--- config.mk ---
export PLATFORM = sky130hd
export DESIGN_NAME = rmq_judge
export DESIGN_NICKNAME = d
export VERILOG_FILES = /design/src/rmq_pkg.sv /design/src/rmq_judge.sv
export SDC_FILE = /design/constraint.sdc
export NUM_CORES = 1
export LEC_CHECK = 0
export BUFFER_PORTS_ARGS = -buffer_cell sky130_fd_sc_hd__buf_2
export CAP_MARGIN = 15
export CORE_ASPECT_RATIO = 0.8
export CORE_UTILIZATION = 30
export DETAILED_ROUTE_END_ITERATION = 12
export MAX_ROUTING_LAYER = met4
export PLACE_DENSITY = 0.6
export RECOVER_POWER = 50
export REMOVE_ABC_BUFFERS = 1
export SKIP_LAST_GASP = 1
export SYNTH_ARGS = -nofsm -noshare
export SYNTH_HDL_FRONTEND = slang
export SYNTH_SLANG_ARGS = --single-unit
--- constraint.sdc ---
create_clock -name vclk -period 5.55
set_input_delay 0.555 -clock vclk [all_inputs]
set_output_delay 0.555 -clock vclk [all_outputs]
set_load 0.05 [all_outputs]
--- src/rmq_pkg.sv ---
// Shared widths, command and result codes, and types of the rating window match queue.
package rmq_pkg;

    localparam int ID_W     = 32;
    localparam int RATING_W = 12;
    localparam int TIME_W   = 32;
    localparam int LIMIT_W  = 12;
    localparam int TMO_W    = 16;
    localparam int CMD_W    = 2;
    localparam int KIND_W   = 3;
    localparam int OCC_W    = 7;
    localparam int CFG_W    = 16;
    localparam int S_DATA_W = 80;
    localparam int M_DATA_W = 88;

    localparam logic [CMD_W-1:0] CMD_PAIR    = 2'd0;
    localparam logic [CMD_W-1:0] CMD_ENQUEUE = 2'd1;
    localparam logic [CMD_W-1:0] CMD_REMOVE  = 2'd2;
    localparam logic [CMD_W-1:0] CMD_SWEEP   = 2'd3;

    localparam logic [KIND_W-1:0] KIND_PAIRED       = 3'd0;
    localparam logic [KIND_W-1:0] KIND_NO_MATCH     = 3'd1;
    localparam logic [KIND_W-1:0] KIND_ENQUEUED     = 3'd2;
    localparam logic [KIND_W-1:0] KIND_FULL_DROPPED = 3'd3;
    localparam logic [KIND_W-1:0] KIND_REMOVED      = 3'd4;
    localparam logic [KIND_W-1:0] KIND_EXPIRED      = 3'd5;
    localparam logic [KIND_W-1:0] KIND_NONE_EXPIRED = 3'd6;

    localparam logic CFG_RATING_LIMIT = 1'b0;
    localparam logic CFG_TIMEOUT      = 1'b1;

    localparam logic [LIMIT_W-1:0] RATING_LIMIT_RESET = 12'd200;
    localparam logic [TMO_W-1:0]   TIMEOUT_RESET      = 16'd60;

    typedef struct packed {
        logic [ID_W-1:0]     id;
        logic [RATING_W-1:0] rating;
        logic [TIME_W-1:0]   stamp;
    } entry_t;

    // Per-cycle command to every cell of the chain.
    typedef struct packed {
        logic load_new;  // write the incoming entry at the fill position
        logic shift;     // move every entry one cell toward the head
        logic keep;      // the head entry wraps around to the tail
    } cell_ctrl_t;

    // Tests applied to the entry at the head of the chain.
    typedef struct packed {
        logic rating_ok;
        logic id_eq;
        logic expired;
    } judge_t;

endpackage

--- src/rmq_judge.sv ---
// Rating window, id and age tests on the entry at the head of the chain.
module rmq_judge (
    input  rmq_pkg::entry_t                head,
    input  logic [rmq_pkg::ID_W-1:0]       pid,
    input  logic [rmq_pkg::RATING_W-1:0]   prt,
    input  logic [rmq_pkg::TIME_W-1:0]     now,
    input  logic [rmq_pkg::LIMIT_W-1:0]    rating_limit,
    input  logic [rmq_pkg::TMO_W-1:0]      timeout,
    output rmq_pkg::judge_t                res
);

    logic [rmq_pkg::RATING_W-1:0] diff;
    logic signed [rmq_pkg::TIME_W:0] age;
    logic signed [rmq_pkg::TIME_W:0] limit_ext;

    always_comb
    begin
        if (head.rating > prt)
        begin
            diff = head.rating - prt;
        end
        else
        begin
            diff = prt - head.rating;
        end
        // Age is signed, so an entry stamped in the future never expires.
        age       = $signed({1'b0, now}) - $signed({1'b0, head.stamp});
        limit_ext = $signed({{(rmq_pkg::TIME_W + 1 - rmq_pkg::TMO_W){1'b0}}, timeout});
        res.rating_ok = (diff <= rating_limit);
        res.id_eq     = (head.id == pid);
        res.expired   = (age >= limit_ext);
    end

endmodule

==> results.cfg <==
[yosys]
synth_top_area_share_pct = 25.9
yosys-top-cells-count = 95 x inv_1, 83 x ha_1, 48 x a21oi_1, 42 x xor2_1, 34 x nor2_1
syn_inst = 580
synth_cell_types = 55
synth_top_area_cell = ha_1
yosysMostFrequentCell = inv_1
ys_seq_area_share_pct = 0
ys_warn_count = 0
syn_area_sq_mm = 0.00400
yosys-top-cells-area = ha_1 26%, xor2_1 9.2%, inv_1 8.9%
syn_avg_cell_area_sq_um = 6.90

[clock_network]
cts-resized-gates = 0
cts_hold_buf = 0
cts_setup_buffers = 0

[worst_setup_path]
worst_ep_arrival_time_ns = 4.60
worstSetupEndpointType = output port
cp_num_cells = 26
crit_fanout = 4
cp_common_cell = nor2b_1
worstPathRequired_ns = 4.99
crit_path_start_kind = primary input
cp_slowest_cell = fa_1
slowest_delay_ns = 0.38
critical-path-top-delay-family = compound AO/OA/AOI/OAI gates
crit_type = in2out
worst-path-buf-inv = 4

[finish]
seq_area_sq_um = 0
final_nets = 1019
syn_to_final_growth_pct = 27.2
drive_gt1_share_pct = 26.0
clockBufferCount = 0
seq_cells = 0

[worst_hold_path]
hold_path.class = in2out
hp-start = now[31]
holdPathEnd = res[0]
min_delay_path_depth = 5

[outcome]
outcome = complete, no violations

[sta]
max_slew_margin_pct = 60.3
setup_tns_ns = 0
slew_violations = 0
min_period_over_period_pct = 92.9
hold_viol = 0
grt_setup_unrepaired = no
worst_pin_slew_ns = 0.598
post-route-min-period_ns = 5.16
setup_viol = 0
max_clock_freq_ghz = 0.194

[floorplan]
start_util_pct = 31.0
die_w_microns = 131
num_rows = 37
design.core.area_sq_mm = 0.0129
io_pins = 183
die_area_sq_mm = 0.0138
die_y_microns = 105

[route]
drt_iter0_markers = 231
dr_total_vias = 4383
routedWlPerCell_microns = 12.3
drc = 0
ant_nets = 0
routed_wl_microns = 11400
viasPerCell = 4.73
drtPass1Iterations = 4

[power_and_ir_drop]
p_per_area_mw_per_mm2 = 110
fin_total_pwr_mw = 0.562
leakagePower_nw = 2.87
vdd_drop_max_v = 0.0000420

[placed_design]
port_buffers = 183
hpwlAfterDp_microns = 10300
gp_congestion = 0.911

[global_routing]
overflow = 0
grt_pass1_vias = 4109
grt_max_degree = 17
grt_pass1_wl_microns = 18700
grtUsageTotal_pct = 16.4
antenna_found_initial = 1

[run]
drv_cap = 0
## how the worst max path moves through the flow
stage / slack [ns] / startpoint / to
after floorplan: 0.43 / head[32] / res[2]
after global placement: 0.40 / head[32] / res[2]
after detailed placement: 0.35 / head[32] / res[2]
after CTS: 0.32 / head[32] / res[2]
after global routing: 0.004 / head[32] / res[2]
final: 0.39 / head[32] / res[2]
## metal layers
layer  up-vias  global-route usage, %  wire length, microns
met2       145                   27.7                  4970
met3         0                   1.54                   649
met5         -                      -                     0
met4         0                      0                     0
li1       2379                      -                     -
met1      1859                   22.2                  5740
## logic make-up (layout without fill, tap and decap cells)
| family | after synthesis | in the layout | share of synthesized area [%] |
|---|---|---|---|
| adder cells (fa/ha/maj) | 86 | 86 | 27.4 |
| multiplexers | 15 | 15 | 4.06 |
| AO/OA/AOI/OAI | 157 | 157 | 25.2 |
| XOR/XNOR | 62 | 62 | 13.6 |
| buffers and inverters | 108 | 279 | 10.3 |
| AND/OR/NAND/NOR | 152 | 152 | 19.4 |
| other | 0 | 1 | 0 |
## layout make-up
class,instances,area (sq um)
inverter,95,357
timing repair buffer,184,925
tap,175,219
multi-input combinational,472,3590
antenna,1,2.50
fill,1374,7830
## stage by stage
stage | worst slack (ns) | hold WS [ns] | area, sq um | std cells | util (%)
2_1_floorplan | 0.432 | 1.51 | 3950 | 567 | -
3_3_place_gp | 0.397 | 1.69 | 5090 | 926 | 39.4
3_5_place_dp | 0.348 | 1.69 | 5090 | 926 | 39.4
4_1_cts | 0.323 | 1.69 | 5090 | 926 | 39.4
5_1_grt | 0.00360 | 1.77 | 5090 | 927 | 39.4
6_report | 0.394 | 1.71 | 5090 | 927 | 39.4
## power breakdown
part | internal, mW | switching [mW]
clock network | 0.0000000241 | 0
logic | 0.259 | 0.303
registers | 0 | 0
## placed cells by master (no fill, tap or decap), types with 3 or more instances in the layout
cell	n
o31ai_1	3
xor2_1	42
inv_1	95
buf_2	181
o21ai_0	30
a31oi_1	5
nand2b_1	9
and3_1	5
a211o_1	3
mux2_2	5
o21bai_1	4
o211ai_1	7
a21oi_1	48
fa_1	3
nor3_1	10
and2_1	4
ha_1	83
o21ai_1	3
a211oi_1	9
nand2_1	33
nand3b_1	3
mux2i_1	8
a21o_1	23
nor4_1	11
nor2b_1	9
nand3_1	11
nand4_1	14
xnor2_1	20
o21a_1	3
nor2_1	34
or3_1	3
Power figures use the tool's default switching activity.
