$ cat src/rmq_pkg.sv
// Shared widths, command and result codes, and types of the rating window match queue.
package rmq_pkg;

    localparam int ID_W     = 32;
    localparam int RATING_W = 12;
    localparam int TIME_W   = 32;
    localparam int LIMIT_W  = 12;
    localparam int TMO_W    = 16;
    localparam int CMD_W    = 2;
    localparam int KIND_W   = 3;
    localparam int OCC_W    = 7;
    localparam int CFG_W    = 16;
    localparam int S_DATA_W = 80;
    localparam int M_DATA_W = 88;

    localparam logic [CMD_W-1:0] CMD_PAIR    = 2'd0;
    localparam logic [CMD_W-1:0] CMD_ENQUEUE = 2'd1;
    localparam logic [CMD_W-1:0] CMD_REMOVE  = 2'd2;
    localparam logic [CMD_W-1:0] CMD_SWEEP   = 2'd3;

    localparam logic [KIND_W-1:0] KIND_PAIRED       = 3'd0;
    localparam logic [KIND_W-1:0] KIND_NO_MATCH     = 3'd1;
    localparam logic [KIND_W-1:0] KIND_ENQUEUED     = 3'd2;
    localparam logic [KIND_W-1:0] KIND_FULL_DROPPED = 3'd3;
    localparam logic [KIND_W-1:0] KIND_REMOVED      = 3'd4;
    localparam logic [KIND_W-1:0] KIND_EXPIRED      = 3'd5;
    localparam logic [KIND_W-1:0] KIND_NONE_EXPIRED = 3'd6;

    localparam logic CFG_RATING_LIMIT = 1'b0;
    localparam logic CFG_TIMEOUT      = 1'b1;

    localparam logic [LIMIT_W-1:0] RATING_LIMIT_RESET = 12'd200;
    localparam logic [TMO_W-1:0]   TIMEOUT_RESET      = 16'd60;

    typedef struct packed {
        logic [ID_W-1:0]     id;
        logic [RATING_W-1:0] rating;
        logic [TIME_W-1:0]   stamp;
    } entry_t;

    // Per-cycle command to every cell of the chain.
    typedef struct packed {
        logic load_new;  // write the incoming entry at the fill position
        logic shift;     // move every entry one cell toward the head
        logic keep;      // the head entry wraps around to the tail
    } cell_ctrl_t;

    // Tests applied to the entry at the head of the chain.
    typedef struct packed {
        logic rating_ok;
        logic id_eq;
        logic expired;
    } judge_t;

endpackage

$ cat src/rmq_cell.sv
// One storage cell of the queue chain: holds one entry and takes its neighbor's on a shift.
module rmq_cell #(
    parameter int IDX   = 0,
    parameter int CNT_W = 7
) (
    input  logic                clk,
    input  logic [CNT_W-1:0]    count,
    input  rmq_pkg::cell_ctrl_t ctrl,
    input  rmq_pkg::entry_t     nbr,
    input  rmq_pkg::entry_t     head,
    input  rmq_pkg::entry_t     fresh,
    output rmq_pkg::entry_t     entry
);

    rmq_pkg::entry_t entry_reg;
    rmq_pkg::entry_t entry_next;

    always_comb
    begin
        entry_next = entry_reg;
        if (ctrl.load_new && (count == CNT_W'(IDX)))
        begin
            entry_next = fresh;
        end
        else if (ctrl.shift)
        begin
            // The last occupied cell takes the wrapped head entry when it is kept.
            if (ctrl.keep && (count == CNT_W'(IDX + 1)))
            begin
                entry_next = head;
            end
            else
            begin
                entry_next = nbr;
            end
        end
    end

    always_ff @(posedge clk)
    begin
        entry_reg <= entry_next;
    end

    assign entry = entry_reg;

endmodule

$ cat config.mk
export PLATFORM = sky130hd
export DESIGN_NAME = rmq_cell
export DESIGN_NICKNAME = d
export VERILOG_FILES = /design/src/rmq_pkg.sv /design/src/rmq_cell.sv
export SDC_FILE = /design/constraint.sdc
export NUM_CORES = 1
export LEC_CHECK = 0
export ABC_AREA = 1
export BUFFER_PORTS_ARGS = -buffer_cell sky130_fd_sc_hd__buf_2
export CAP_MARGIN = 20
export CORE_AREA = 2 2 123 125
export DETAILED_ROUTE_END_ITERATION = 16
export DIE_AREA = 0 0 125 127
export PLACE_DENSITY = 0.66
export SLEW_MARGIN = 20
export SYNTH_ARGS = -nofsm -noshare
export SYNTH_HDL_FRONTEND = slang
export SYNTH_SLANG_ARGS = --single-unit
$ cat constraint.sdc
create_clock -name clk -period 7.5 [get_ports clk]
set_input_delay 1.5 -clock clk [delete_from_list [all_inputs] [get_ports clk]]
set_output_delay 1.5 -clock clk [all_outputs]
set_load 0.01 [all_outputs]
==> impl_metrics.json, run 1 <==
{
  "die_y_um": 127,
  "setup_viol": 0,
  "drc": 0,
  "hold_viol_final": 0,
  "gr-total-overflow": 0,
  "required_ns": 7.45,
  "tightestPinTransition_ns": 1.04,
  "holdPathStages": 3,
  "routed_via_density": 4.50,
  "clock_sinks": 76,
  "via_count": 5144,
  "cts_root_buffer": "clkbuf_16",
  "antenna_cells": 0,
  "port_buffers": 314,
  "floorplan.initialDensity_pct": 33.7,
  "p_per_area_mw_per_mm2": 160,
  "areaGrowthSynthToFinish_pct": 36.9,
  "dp_hpwl_um": 10800,
  "synth_edf_count": 76,
  "start_kind": "input port",
  "cts.clk_slew.worst_paths_ns": 0.05,
  "cts_buffers": 9,
  "status": "complete, no violations",
  "cts_hold_buf": 0,
  "globalplace.congestion": 0.821,
  "min_period_ns": 3.36,
  "cap_violations": 0,
  "grt_pass1_vias": 4835,
  "hp-class": "input port to flip-flop",
  "ys_seq_area_share_pct": 47.0,
  "avgSynthCellArea_um2": 7.27,
  "cts_max_level": 3,
  "seq_area_mm2": 0.00228,
  "fp-row-count": 44,
  "die_width_um": 125,
  "multi_input_area_mm2": 0.00170,
  "drive_gt1_share_pct": 35.1,
  "max_slew_margin_pct": 30.9,
  "grt_usage_pct": 18.3,
  "netlist_instances": 668,
  "yosys.area.top_type_share_pct": 47.0,
  "wl_per_cell_um": 13.0,
  "synth_commonest_cells": "nand2_1 (231), inv_1 (156), nand3_1 (153), edfxtp_1 (76)",
  "async_flop_share_pct": 0,
  "stdcell_count": 1142,
  "cts_setup_buffers": 0,
  "crit_arrival_ns": 3.31,
  "cts_tree": "built",
  "grt_antenna_before_repair": 0,
  "drt_first_pass_iters": 4,
  "cts_resized": 0,
  "yosys.area.top_type": "edfxtp_1",
  "largest_register_ff_count": 76,
  "clock.fmax_ghz": 0.297,
  "synth.net_count": 907,
  "fin_ws_ns": 4.14,
  "grt_pass1_wl_um": 23200,
  "synth_ff_type": "edfxtp_1",
  "path_max_fanout": 77,
  "p_leak_nw": 3.92,
  "min_period_over_period_pct": 44.8,
  "ys.warnings.count": 0,
  "ios": 315,
  "nNetsFinal": 1197,
  "report.final.slew_viol_count": 0,
  "rsz0062_at_grt": "false",
  "dp_slack_ns": 3.78,
  "end_kind": "flip-flop",
  "drt-total-wl_um": 14900,
  "fillers": 1518,
  "synth.distinct_cells": 14,
  "synth_area_leaders": "edfxtp_1 (47%), nand2_1 (18%), nand3_1 (16%), inv_1 (12%), buf_6 (3.0%)",
  "irDropWorstVdd_mv": 0.0822,
  "total_power_w": 0.00106,
  "fin_tns_setup_ns": 0,
  "fp.dieArea_mm2": 0.0159,
  "synth_most_common_cell": "nand2_1",
  "criticalPathCategory": "input port to flip-flop",
  "coreArea_mm2": 0.0144,
  "placed_cells": 1131,
  "drtAntennaViolNets": 0,
  "grt_max_degree": 78,
  "synth-seq-cells": 76,
  "clockBufferDepth": 2,
  "synth_area_mm2": 0.00485,
  "drt-initial-drc-count": 276
}
-- worst paths after layout --
check / start / slack [ns] / endpoint
worst max-delay path: count[5] / 4.14 / entry[6]$_DFFE_PP_
worst min-delay path: fresh[16] / 1.44 / entry[16]$_DFFE_PP_
-- report_power, final --
group	internal, W	leakage [nW]	switching (W)
registers	0.000508	0.744	0.00000884
logic	0.0000861	3.06	0.0000995
clock network	0.000212	0.114	0.000150
-- kinds of logic after synthesis --
kind of cell | Yosys count | synth area share, %
simple gates | 393 | 34.9
buf+inv | 199 | 18.1
flops | 76 | 47.0
-- per-layer routing --
metal	share of wire, %	global-route usage [%]	wire length (um)
met4	2.6	7.78	386
met5	0	0	0
met3	8.4	4.94	1240
met2	51	32.6	7510
met1	38	20.6	5720
-- final cells by class --
| class | count | area share (%) |
|---|---|---|
| inverter | 159 | 8.98 |
| timing repair buffer | 319 | 24.2 |
| clock buffer | 9 | 3.39 |
| tap | 184 | 3.46 |
| multi-input combinational | 393 | 25.5 |
| sequential | 76 | 34.3 |
| clock inverter | 2 | 0.113 |
-- placed cells by master (no fill, tap or decap) --
cell	Yosys	routed
clkinv_1	0	2
nor2_4	2	2
nor2_1	4	4
or2_4	0	1
nand3_1	153	153
buf_4	5	5
inv_2	3	3
inv_1	156	156
nand3_2	1	1
clkbuf_16	0	9
edfxtp_1	76	76
nand2_1	231	231
nand2_2	1	1
buf_2	13	314
-- per-stage QoR --
stage	hold slack [ns]	utilization (%)	area, um2
after floorplan	1.69	-	4850
after global placement	1.77	44.5	6410
after global routing	1.44	46.1	6650
final	1.44	46.1	6650
after CTS	1.42	46.1	6650
after detailed placement	1.78	44.5	6410
-- critical path: stages --
cell and delay, ns:
buf_2 0.09, nor2_1 0.09, nand2_1 0.11, inv_2 0.08, nand2_2 0.04, buf_4 0.37, inv_2 0.13, or2_4 0.81
(Power assumes the default switching activity.)
==> inputs of run 2 (changes only) <==
--- a/config.mk
+++ b/config.mk
@@ -5,13 +5,12 @@
 export SDC_FILE = /design/constraint.sdc
 export NUM_CORES = 1
 export LEC_CHECK = 0
-export ABC_AREA = 1
+export ABC_AREA = 0
 export BUFFER_PORTS_ARGS = -buffer_cell sky130_fd_sc_hd__buf_2
 export CAP_MARGIN = 20
 export CORE_AREA = 2 2 123 125
 export DETAILED_ROUTE_END_ITERATION = 16
 export DIE_AREA = 0 0 125 127
-export PLACE_DENSITY = 0.66
 export SLEW_MARGIN = 20
 export SYNTH_ARGS = -nofsm -noshare
 export SYNTH_HDL_FRONTEND = slang
==> constraint.sdc (replaced) <==
create_clock -name clk -period 3.2 [get_ports clk]
set_input_delay 0.64 -clock clk [delete_from_list [all_inputs] [get_ports clk]]
set_output_delay 0.64 -clock clk [all_outputs]
set_load 0.01 [all_outputs]
==> impl_metrics.json, run 2 <==
{
  "die_y_um": 127,
  "cts_hold_buf": 0,
  "clockBufferDepth": 2,
  "nNetsFinal": 810,
  "min_period_over_period_pct": 61.6,
  "routed_via_density": 4.92,
  "min_period_ns": 1.97,
  "hold_viol_final": 0,
  "synth_area_mm2": 0.00403,
  "floorplan.initialDensity_pct": 28.0,
  "yosys.area.top_type": "edfxtp_1",
  "required_ns": 3.21,
  "drt-met1-wl_um": 4870,
  "largest_register_ff_count": 76,
  "drc": 0,
  "final_util_pct": 41.6,
  "wl_per_cell_um": 17.4,
  "synth-seq-cells": 76,
  "layout_common_cells": "buf_2 (314), a22oi_1 (76), edfxtp_1 (76)",
  "via_count": 3740,
  "synth.net_count": 509,
  "synth_edf_count": 76,
  "gr-total-overflow": 0,
  "start_kind": "input port",
  "status": "complete, no violations",
  "cts.clk_slew.worst_paths_ns": 0.06,
  "fin_tns_setup_ns": 0,
  "criticalPathCategory": "input port to flip-flop",
  "ys.warnings.count": 0,
  "report.final.slew_viol_count": 0,
  "netlist_instances": 270,
  "globalplace.congestion": 0.824,
  "coreArea_mm2": 0.0144,
  "drt-initial-drc-count": 122,
  "synth_commonest_cells": "a22oi_1 (76), edfxtp_1 (76), o2bb2ai_2 (40), o2bb2ai_1 (36), clkbuf_1 (13)",
  "irDropWorstVdd_mv": 0.205,
  "cts_root_buffer": "clkbuf_16",
  "end_kind": "flip-flop",
  "ys_seq_area_share_pct": 56.6,
  "ios": 315,
  "synth_ff_type": "edfxtp_1",
  "synth.distinct_cells": 14,
  "drive_gt1_share_pct": 65.9,
  "cts_resized": 0,
  "dp_hpwl_um": 10700,
  "grt_usage_pct": 16.3,
  "avgSynthCellArea_um2": 14.9,
  "port_buffers": 314,
  "topRoutingLayerUsed": "met4",
  "cts_setup_buffers": 0,
  "die_width_um": 125,
  "grt_max_degree": 55,
  "setup_viol": 0,
  "holdWs_ns": 0.586,
  "p_per_area_mw_per_mm2": 425,
  "dpl_cell_area_mm2": 0.00576,
  "grt_antenna_before_repair": 1,
  "clock.fmax_ghz": 0.507,
  "yosys.area.top_type_share_pct": 56.6,
  "grt_pass1_wl_um": 20200,
  "wl_met3_um": 1230,
  "cap_violations": 0,
  "p_leak_nw": 2.51,
  "cts_max_level": 3,
  "async_flop_share_pct": 0,
  "final_common_cell": "buf_2",
  "final_area_mm2": 0.00601,
  "path_max_fanout": 20,
  "fillers": 1408,
  "drt_first_pass_iters": 4,
  "synth_area_leaders": "edfxtp_1 (57%), o2bb2ai_2 (15%), a22oi_1 (14%), o2bb2ai_1 (7.8%), buf_6 (1.7%)",
  "drt-total-wl_um": 13300,
  "drtAntennaViolNets": 0,
  "hp-class": "input port to flip-flop",
  "wl_met2_um": 6980,
  "crit_arrival_ns": 1.98,
  "cts_tree": "built",
  "cts_buffers": 9,
  "grt_pass1_vias": 3924,
  "tightestPinTransition_ns": 0.645,
  "clock_sinks": 76,
  "max_slew_margin_pct": 57.0,
  "rsz0062_at_grt": "false",
  "fp-row-count": 44,
  "areaGrowthSynthToFinish_pct": 49.0,
  "fp.dieArea_mm2": 0.0159
}
-- run 2: changes by cell type after synthesis, sizes merged, moves of 10 or more --
cell     before  now
a22oi         0   76
buf          31   21
inv         159    0
nand2       232    0
nand3       154    1
o2bb2ai       0   76
-- run 2: layer usage --
metal,track usage [%],vias up
met2,30.2,198
met3,5.86,17
met5,0,-
met1,17.2,1752
li1,-,1773
met4,5.56,0
-- run 2: where the power goes --
part / internal [W] / switching, W / total, W
Sequential: 0.00119 / 0.0000246 / 0.00121
Combinational: 0.000245 / 0.000232 / 0.000478
Clock: 0.000508 / 0.000353 / 0.000861
-- run 2: cell families (layout without fill, tap and decap cells) --
logic type | after synthesis | count (layout) | share of synthesized area (%)
other cells | 0 | 1 | 0
flops | 76 | 76 | 56.6
simple gates | 6 | 6 | 0.714
buf+inv | 34 | 339 | 4.93
compound gates | 154 | 154 | 37.8
-- run 2: path summary, 6_finish.rpt --
kind	end	slack, ns	start	depth (start not counted)
worst min-delay path	entry[68]$_DFFE_PP_	0.59	nbr[68]	2
worst max-delay path	entry[53]$_DFFE_PP_	1.23	count[5]	4
-- run 2: layout make-up --
class                      count  area, um2  area share, %
antenna                        1       2.50         0.0417
clock inverter                 5       20.0          0.333
timing repair buffer         324       1660           27.6
tap                          184        230           3.83
multi-input combinational    160       1580           26.4
clock buffer                  10        229           3.81
sequential                    76       2280           38.0
-- run 2: critical path, cell delays in order --
cell    delay (ns)
buf_2         0.10
nor2_1        0.44
a41o_4        0.48
buf_4         0.31
-- run 2: stage by stage --
step / total power, W / setup slack (ns) / cells
floorplan: 0.00144 / 0.774 / 270
global placement: 0.00171 / 0.910 / 744
detailed placement: 0.00172 / 0.868 / 744
CTS: 0.00260 / 1.22 / 759
global route: 0.00268 / 1.13 / 760
finish: 0.00255 / 1.23 / 760
==> inputs of run 3 (changes only) <==
==> constraint.sdc (replaced) <==
create_clock -name clk -period 2 [get_ports clk]
set_input_delay 0.4 -clock clk [delete_from_list [all_inputs] [get_ports clk]]
set_output_delay 0.4 -clock clk [all_outputs]
set_load 0.01 [all_outputs]
==> impl_metrics.json, run 3 (synthesis gave the netlist of run 2 again) <==
{
  "max_slew_margin_pct": 66.4,
  "fin_tns_setup_ns": 0,
  "final_common_cell": "buf_2",
  "die_y_um": 127,
  "cts_tree": "built",
  "required_ns": 2.06,
  "critPathLaunch": "count[5]",
  "cts_buffers": 9,
  "wl_per_cell_um": 17.0,
  "crit_arrival_ns": 1.61,
  "cts.clk_slew.worst_paths_ns": 0.06,
  "grt_max_degree": 43,
  "combPwrFrac_pct": 17.6,
  "report.final.slew_viol_count": 0,
  "start_kind": "input port",
  "cts_hold_buf": 0,
  "fp-row-count": 44,
  "p_leak_nw": 2.56,
  "irDropWorstVdd_mv": 0.298,
  "antenna_cells": 0,
  "drt-total-wl_um": 12900,
  "layout_common_cells": "buf_2 (314), a22oi_1 (76), edfxtp_1 (76)",
  "drc": 0,
  "cts_resized": 0,
  "clockBufferDepth": 2,
  "status": "complete, no violations",
  "nNetsFinal": 812,
  "routed_via_density": 4.97,
  "setup_viol": 0,
  "total_power_w": 0.00438,
  "fp.dieArea_mm2": 0.0159,
  "tightestPinTransition_ns": 0.503,
  "globalplace.congestion": 0.862,
  "dp_hpwl_um": 10200,
  "hold_viol_final": 0,
  "grt_pass1_vias": 3995,
  "crit_end": "entry[68]$_DFFE_PP_",
  "drt-initial-drc-count": 144,
  "path_cells": "buf_2 -> nor2_1 -> o2111ai_4 -> buf_4 -> o2bb2ai_1",
  "fillers": 1419,
  "intPower_w": 0.00337,
  "ios": 315,
  "drive_gt1_share_pct": 66.6,
  "floorplan.initialDensity_pct": 28.0,
  "cp_slowest_cell": "nor2_1",
  "rsz0062_at_grt": "false",
  "grt_pass1_wl_um": 20100,
  "cts_root_buffer": "clkbuf_16",
  "coreArea_mm2": 0.0144,
  "clock.fmax_ghz": 0.648,
  "cp_slowest_stage_delay_ns": 0.35,
  "path_max_fanout": 34,
  "criticalPathCategory": "input port to flip-flop",
  "end_kind": "flip-flop",
  "pwr-share-clk_pct": 38.3,
  "die_width_um": 125,
  "largest_register_ff_count": 76,
  "clock_sinks": 76,
  "drtAntennaViolNets": 0,
  "via_count": 3781,
  "cts_max_level": 3,
  "multi_input_area_mm2": 0.00158,
  "pwr-share-seq_pct": 44.1,
  "cts_setup_buffers": 0,
  "gr-total-overflow": 0,
  "port_buffers": 314,
  "cap_violations": 0,
  "grt_antenna_before_repair": 0,
  "areaGrowthSynthToFinish_pct": 51.6,
  "grt_usage_pct": 16.0,
  "worstHoldStart": "nbr[15]",
  "hp-class": "input port to flip-flop",
  "drt_first_pass_iters": 4,
  "min_period_over_period_pct": 77.1,
  "min_period_ns": 1.54,
  "swShare_pct": 23.0,
  "p_per_area_mw_per_mm2": 717,
  "seq_area_mm2": 0.00228,
  "p_switching_w": 0.00101
}
[run 3: through the flow]
stage,cell area (um2),util (%),setup slack [ns],hold slack (ns),instances
final,6110,42.4,0.458,0.346,761
after global routing,6110,42.4,0.416,0.335,761
after CTS,6110,42.4,0.501,0.326,761
after detailed placement,5810,40.3,0.140,0.684,746
after global placement,5810,40.3,0.178,0.680,746
after floorplan,4040,-,0.143,0.583,270
[run 3: area by class of cell]
cell class,count,share of cell area [%]
timing repair buffer,326,28.0
sequential,76,37.3
clock buffer,9,3.68
multi-input combinational,160,25.9
tap,184,3.77
clock inverter,6,1.31
[run 3: worst max-delay path, delay by kind of cell]
family,cells,cell delay (ns)
buffers and inverters,2,0.42
AND/OR/NAND/NOR,1,0.35
AO/OA/AOI/OAI,2,0.40
[run 3: layer usage]
metal,global-route usage (%),wire (um),vias to the layer above,part of all wire (%)
li1,-,-,1783,-
met1,17.1,4800,1764,37
met2,29.5,6660,209,52
met3,4.56,1100,25,8.5
met4,7.25,357,0,2.8
met5,0,0,-,0
[run 3: power by group through the flow]
stage / Sequential, W / Combinational, W / Clock (W)
after floorplan: 0.00204 / 0.000265 / 0
after global placement: 0.00196 / 0.000767 / 0
after detailed placement: 0.00197 / 0.000781 / 0
after CTS: 0.00193 / 0.000783 / 0.00174
after global routing: 0.00194 / 0.000841 / 0.00181
final: 0.00193 / 0.000773 / 0.00168
[run 3: worst min-delay path by stage]
stage	end	slack (ns)	cells after the start
floorplan	entry[26]$_DFFE_PP_	0.58	1
global placement	entry[61]$_DFFE_PP_	0.68	2
detailed placement	entry[65]$_DFFE_PP_	0.68	2
CTS	entry[15]$_DFFE_PP_	0.33	2
global route	entry[15]$_DFFE_PP_	0.34	2
finish	entry[15]$_DFFE_PP_	0.35	2
